$ cat src/rtl/jacobi_sweep_with_scaling_factor_unit_defines.svh
// Assertion macros shared by the Jacobi sweep unit.
// Each macro expects clk and rst_n in the scope where it is used.
`ifndef JACOBI_SWEEP_WITH_SCALING_FACTOR_UNIT_DEFINES_SVH
`define JACOBI_SWEEP_WITH_SCALING_FACTOR_UNIT_DEFINES_SVH

// consequent must hold in the same cycle as the antecedent
`define JSF_ASSERT_SAME(label, ante, cons, msg) \
    label: assert property (@(posedge clk) disable iff (!rst_n) (ante) |-> (cons)) \
        else $error(msg);

// consequent must hold in the cycle after the antecedent
`define JSF_ASSERT_NEXT(label, ante, cons, msg) \
    label: assert property (@(posedge clk) disable iff (!rst_n) (ante) |=> (cons)) \
        else $error(msg);

`endif

$ cat src/rtl/jsf_pkg.sv
// Shared sizes, controller states and control/status structs of the Jacobi sweep unit.
// No dependencies.
package jsf_pkg;

    localparam int DATA_WIDTH = 32;
    localparam int FRAC_BITS  = 16;
    localparam int EPS_W      = 32;

    // accumulators are signed 64-bit with 2*FRAC_BITS fraction bits
    localparam int SUM_W  = 64;
    localparam int PROD_W = 2 * DATA_WIDTH;
    localparam int EXT_W  = ((PROD_W > SUM_W) ? PROD_W : SUM_W) + 1;

    // shared divider: dividend is a magnitude shifted up by FRAC_BITS
    localparam int DIVD_W = SUM_W + FRAC_BITS;
    localparam int HIGH_W = DIVD_W - DATA_WIDTH;
    localparam int CMP_W  = ((HIGH_W > SUM_W) ? HIGH_W : SUM_W) + 1;
    localparam int REM_W  = SUM_W + 1;
    localparam int CNT_W  = $clog2(DATA_WIDTH);

    typedef enum logic [3:0] {
        ST_IDLE,
        ST_MUL,
        ST_ACC,
        ST_JDIV,
        ST_JFIN,
        ST_STAB,
        ST_FLOAD,
        ST_FDIV,
        ST_FFIN,
        ST_WRITE
    } jsf_state_t;

    typedef struct packed {
        logic capture;
        logic mul;
        logic acc;
        logic step;
        logic jac_done;
        logic stab;
        logic fac_load;
        logic fac_done;
        logic out_load;
    } jsf_cmd_t;

    typedef struct packed {
        logic zero_diag;
        logic last;
        logic out_free;
    } jsf_status_t;

endpackage

$ cat src/rtl/jsf_ctrl.sv
// Controller of the Jacobi sweep unit: sequences capture, accumulate and divider steps.
// Uses jsf_pkg and the assertion macros header.
`include "jacobi_sweep_with_scaling_factor_unit_defines.svh"

module jsf_ctrl
    import jsf_pkg::*;
(
    input  logic        clk,
    input  logic        rst_n,
    input  logic        in_valid,
    output logic        in_stall,
    input  jsf_status_t status,
    output jsf_cmd_t    cmd
);

    jsf_state_t       state_reg;
    jsf_state_t       state_next;
    logic [CNT_W-1:0] cnt_reg;
    logic [CNT_W-1:0] cnt_next;
    logic             cnt_done;

    assign cnt_done = cnt_reg == CNT_W'(DATA_WIDTH - 1);
    assign in_stall = state_reg != ST_IDLE;

    always_ff @(posedge clk or negedge rst_n)
    begin
        if (!rst_n)
        begin
            state_reg <= ST_IDLE;
            cnt_reg   <= '0;
        end
        else
        begin
            state_reg <= state_next;
            cnt_reg   <= cnt_next;
        end
    end

    // next state
    always_comb
    begin
        state_next = state_reg;
        cnt_next   = cnt_reg;
        unique case (state_reg)
            ST_IDLE:
            begin
                if (in_valid)
                begin
                    state_next = ST_MUL;
                end
            end
            ST_MUL:
            begin
                state_next = ST_ACC;
            end
            ST_ACC:
            begin
                cnt_next   = '0;
                state_next = status.zero_diag ? ST_JFIN : ST_JDIV;
            end
            ST_JDIV:
            begin
                cnt_next = cnt_reg + 1'b1;
                if (cnt_done)
                begin
                    state_next = ST_JFIN;
                end
            end
            ST_JFIN:
            begin
                state_next = status.last ? ST_STAB : ST_WRITE;
            end
            ST_STAB:
            begin
                state_next = ST_FLOAD;
            end
            ST_FLOAD:
            begin
                cnt_next   = '0;
                state_next = ST_FDIV;
            end
            ST_FDIV:
            begin
                cnt_next = cnt_reg + 1'b1;
                if (cnt_done)
                begin
                    state_next = ST_FFIN;
                end
            end
            ST_FFIN:
            begin
                state_next = ST_WRITE;
            end
            ST_WRITE:
            begin
                // hold until the output register can take the result
                if (status.out_free)
                begin
                    state_next = ST_IDLE;
                end
            end
            default:
            begin
                state_next = ST_IDLE;
            end
        endcase
    end

    // commands
    always_comb
    begin
        cmd = '0;
        unique case (state_reg)
            ST_IDLE:  cmd.capture  = in_valid;
            ST_MUL:   cmd.mul      = 1'b1;
            ST_ACC:   cmd.acc      = 1'b1;
            ST_JDIV:  cmd.step     = 1'b1;
            ST_JFIN:  cmd.jac_done = 1'b1;
            ST_STAB:  cmd.stab     = 1'b1;
            ST_FLOAD: cmd.fac_load = 1'b1;
            ST_FDIV:  cmd.step     = 1'b1;
            ST_FFIN:  cmd.fac_done = 1'b1;
            ST_WRITE: cmd.out_load = status.out_free;
            default:  cmd = '0;
        endcase
    end

    `JSF_ASSERT_NEXT(a_accept_starts_item, in_valid && !in_stall, state_reg == ST_MUL, "accepted item did not start")
    `JSF_ASSERT_SAME(a_cmd_onehot, 1'b1, $onehot0(cmd), "more than one datapath command at once")
    `JSF_ASSERT_SAME(a_load_needs_room, cmd.out_load, status.out_free, "result loaded over a waiting result")
    `JSF_ASSERT_SAME(a_ratio_only_on_last, state_reg == ST_STAB, status.last, "ratio computed for an inner element")

endmodule

$ cat config.mk
export PLATFORM = sky130hd
export DESIGN_NAME = jsf_ctrl
export DESIGN_NICKNAME = d
export VERILOG_FILES = /design/src/rtl/jsf_pkg.sv /design/src/rtl/jsf_ctrl.sv
export VERILOG_INCLUDE_DIRS = /design/src /design/src/rtl
export SDC_FILE = /design/constraint.sdc
export NUM_CORES = 1
export LEC_CHECK = 0
export BUFFER_PORTS_ARGS = -buffer_cell sky130_fd_sc_hd__buf_2
export CAP_MARGIN = 20
export CORE_MARGIN = 1
export CORE_UTILIZATION = 40
export DETAILED_ROUTE_END_ITERATION = 6
export HOLD_SLACK_MARGIN = 0.15
export PLACE_DENSITY = 0.64
export REMOVE_ABC_BUFFERS = 1
export SLEW_MARGIN = 20
export SYNTH_ARGS = -nofsm -noshare
export SYNTH_HDL_FRONTEND = slang
export SYNTH_SLANG_ARGS = --single-unit
$ cat constraint.sdc
create_clock -name clk -period 3.55 [get_ports clk]
set_input_delay 0.355 -clock clk [delete_from_list [all_inputs] [get_ports clk]]
set_output_delay 0.355 -clock clk [all_outputs]
set_load 0.05 [all_outputs]
# After elaboration in Yosys (flattened, before gate mapping)
# Index checks and enable logic that the tools add are counted.
# totals
inputBits	6
word_cells	40
register_bits	9
mem_bits_ro	0
mem_bits_rw	0
out_inout_bits	10
latchBits	0
memories	0
# classes
order_cmp	0
n_addsub	1
n_mul	0
muxes	17
n_shift	0
n_bitwise	0
n_eq_ne	14
div	0
n_reduce_logical	6
# op_table
cell	n
one-hot mux 4 bit (10 select lines)	1
2-to-1 mux 4 bit	5
== test 4 x 3 -> 1 bit, second input constant	4
one-hot mux 5 bit (2 select lines)	1
2-to-1 mux 1 bit	9
== test 4 x 2 -> 1 bit, second input constant	2
== test 4 bit, second input constant	2
inequality test 2 bit, second input constant	4
adder 5 x 1 -> 5 bit, second input constant	1
== test 5 bit, second input constant	1
== test 4 x 1 -> 1 bit, second input constant	1
zero test 4 bit	1
AND reduction 4 bit	1
nonzero test 4 bit	1
OR reduction 2 bit	2
2-to-1 mux 3 bit	1
nonzero test 2 bit	1

# Depth between registers and ports, before layout
# depth
depth_word	3
ltp_mapped	7
mapped_depth_nobuf	7

# Worst setup path before layout
# No wires, ideal clock.
# synth_timing
path_kind	reg-to-output
from	reg state_reg[3]
to	out cmd[2] (netlist bit)
required_time_ns	3.195
stages_incl_launch_ff	4
n_path_buf	1
arrival_time_ns	1.840
slack_ns	1.355
path_cell_list	dfrtp_1 > nand2b_1 > buf_2 > nor3b_1
# synth_lines
element	line	text
start: declaration	jsf_ctrl.sv:16	jsf_state_t state_reg;
start signal: assignment	jsf_ctrl.sv:34	state_reg <= state_next;
end: declaration	jsf_ctrl.sv:13	output jsf_cmd_t cmd

==> impl_metrics.py <==
metrics = {
    "status": {
        "run_status": "finished, final reports clean",
    },
    "setup_path": {
        "cp.buffers_inverters": 1,
        "cp_slowest_stage_delay_ns": 0.54,
        "cpMaxStageDelayCell": "dfrtp_1",
        "critical_path.reg2reg.startpoint": "cnt_reg[0]",
        "required_ns": 3.19,
        "critical_path.startpoint": "state_reg[1]",
        "crit_type": "reg2out",
        "critical-path-top-delay-family": "flip-flops",
        "crit_path_start_kind": "register",
        "timing.critical_path.arrival_ns": 1.63,
        "timing.critical_path.fanout_max": 13,
        "critical_path.endpoint_type": "output port",
        "worstPathCellList": "nand2b_1 -> nor3b_1 -> buf_2",
    },
    "synth": {
        "ys.warnings.count": 0,
        "netlist_instances": 77,
        "synth-seq-area-share_pct": 37.89,
        "synth_seq_cells": 9,
        "syn_area_per_cell_um2": 7.718,
        "synthesized_cell_area_um2": 594.3,
        "ys_types": 22,
    },
    "cts": {
        "cts_sinks": 9,
        "clock_root_buffer": "clkbuf_4",
        "htree_levels": 1,
        "max-clock-path-buffers": 2,
        "tritoncts": "built",
        "cts.repair.resized": 0,
        "cts-buffers-inserted": 3,
        "worst_setup_hold_path_clk_slew_ns": 0.06,
        "worstSkewPairLatency_ns": 0.25,
    },
    "power": {
        "fin_total_pwr_uw": 649.9,
        "power_per_cell_area_nw_per_um2": 932.5,
        "p_leak_nw": 0.3468,
        "vdd_ir_drop_max_mv": 0.4821,
    },
    "timing": {
        "clock.fmax_mhz": 504.7,
        "hold_violations": 0,
        "timing.setup.tns_ns": 0,
        "clock_skew_ns": 0.0001729,
        "setup_violations": 0,
        "relSlewSlack_pct": 70.25,
        "rsz0062_at_grt": "false",
        "finalCritPeriodShare_pct": 55.81,
        "final_max_slew_viol_count": 0,
        "layout_min_cycle_time_ns": 1.981,
        "worst_pin_slew_ns": 0.4462,
    },
    "cells_and_area": {
        "largest_register_ffs": 5,
        "layout-drive-gt1-share_pct": 20.65,
        "final_cell_area_um2": 696.9,
        "final_layout_net_count": 101,
        "area_delta_synth_final_pct": 17.26,
        "num_antenna_cells": 0,
    },
    "detailed_routing": {
        "vias_per_cell": 5.206,
        "dr.first_iter.drc_count": 1,
        "vias_after_detailed_routing": 557,
        "drt_first_pass_iters": 4,
        "remaining_drc_errors": 0,
        "antenna_violating_nets_post_route": 0,
        "wirelength_um": 1211,
        "detail_route.wl_per_cell_um": 11.32,
    },
    "die": {
        "die_area_um2": 1644,
        "chipHeight_um": 40.55,
        "io_pins": 16,
        "die-width_um": 40.55,
        "core_area_um2": 1334,
        "placementRows": 13,
        "initial_core_util_pct": 44.56,
    },
    "grt": {
        "first_pass_grt_wire_length_um": 1925,
        "grt_start_max_net_pins": 16,
        "grt_use_total_pct": 17.85,
        "antenna_found_initial": 0,
        "gr-total-overflow": 0,
        "via_count_of_the_first_global_routing_pass": 470,
    },
    "placement": {
        "detailedPlacementHpwl_um": 915.6,
        "port_buffers": 15,
        "detailed_place.area_um2": 660.6,
        "routabilityCongestion": 0.8544,
    },
    "min_path": {
        "hold_path.startpoint": "status[0]",
        "worst_hold_path_type": "in2reg",
    },
    "flow_run": {
        "maxCapViolations": 0,
    },
}
-- layout make-up --
type	instances	area [um^2]
clock buffers	4	26.28
fillers	141	636.9
inverters	7	26.28
multi-input cells	56	315.3
flip-flops and latches	9	225.2
well taps	15	18.77
repair buffers	16	85.08
-- cells by family after synthesis --
logic type               count (synthesis)  share of synthesized area (%)
AND/OR/NAND/NOR                         33                          26.95
AO/OA/AOI/OAI                           20                          20.00
buffers and inverters                   12                          9.054
flip-flops                               9                          37.90
adder cells (fa/ha/maj)                  2                          4.210
multiplexers                             1                          1.895
-- cell usage in the layout (no fill, tap or decap) --
cell	instances
a21oi_1	5
a2bb2oi_1	1
a311oi_1	1
a31oi_1	1
and3_1	1
buf_2	15
clkbuf_1	1
clkbuf_4	3
dfrtp_1	9
dlygate4sd3_1	1
ha_1	2
inv_1	7
mux2_2	1
nand2_1	9
nand2b_1	4
nand3_1	1
nor2_1	7
nor3_1	8
nor3b_1	2
nor4b_1	1
o21a_1	1
o21ai_0	8
o21ai_1	1
o32ai_1	2
-- power breakdown --
group / switching, mW / internal (mW)
combinational: 0.247 / 0.111
clock: 0.0341 / 0.0432
sequential: 0.0774 / 0.137
total: 0.358 / 0.292
-- stage by stage --
step,hold slack (ns),worst slack [ns],utilization (%),cells
global placement,0.2173,1.879,49.53,102
global route,0.3301,1.440,52.25,107
finish,0.3462,1.569,52.25,107
floorplan,0.05941,1.247,-,72
CTS,0.3332,1.551,52.25,107
detailed placement,0.2199,1.852,49.53,102
-- metal layers --
metal	vias up	track usage [%]	share of wire [%]
li1	297	-	-
met1	244	25.50	56
met4	0	8.333	0
met5	-	0	0
met3	0	5.000	4.3
met2	16	24.21	39
-- worst reg2reg max path, delay by kind of cell (launching register included) --
kind | cells | cell delay (ns)
adder cells (fa/ha/maj) | 2 | 0.43
flip-flops | 1 | 0.41
buffers and inverters | 1 | 0.11
AND/OR/NAND/NOR | 2 | 0.36
AO/OA/AOI/OAI | 2 | 0.21
-- path summary, 6_finish.rpt --
| check | to | slack, ns | cells after the start |
|---|---|---|---|
| max | cmd[2] | 1.57 | 3 |
| min | state_reg[3] | 0.35 | 2 |
| max reg2reg | state_reg[3] | 1.92 | 7 |
| min reg2reg | cnt_reg[4] | 0.50 | 2 |
| max in group asynchronous | state_reg[3] | 2.89 | 2 |
| min in group asynchronous | cnt_reg[1] | 0.48 | 2 |
-- cells in the mapped netlist, drive strengths merged --
library cell  number  area (um^2)
dfrtp              9        225.2
nand2              9        33.78
o21ai              9        45.04
nor3               8        40.04
inv                7        26.28
nor2               7        26.28
a21oi              5        25.02
buf                5        27.53
nand2b             4        25.02
ha                 2        25.02
nor3b              2        15.01
o32ai              2        17.52
a2bb2oi            1        8.760
a311oi             1        8.760
a31oi              1        6.260
and3               1        6.260
mux2               1        11.26
nand3              1        5.000
nor4b              1        8.760
o21a               1        7.510
-- repair_timing --
action,in CTS,in global routing
endpoints found under the hold margin,9,0
hold buffers,1,0
buffers inserted,0,0
(Power assumes the default switching activity.)
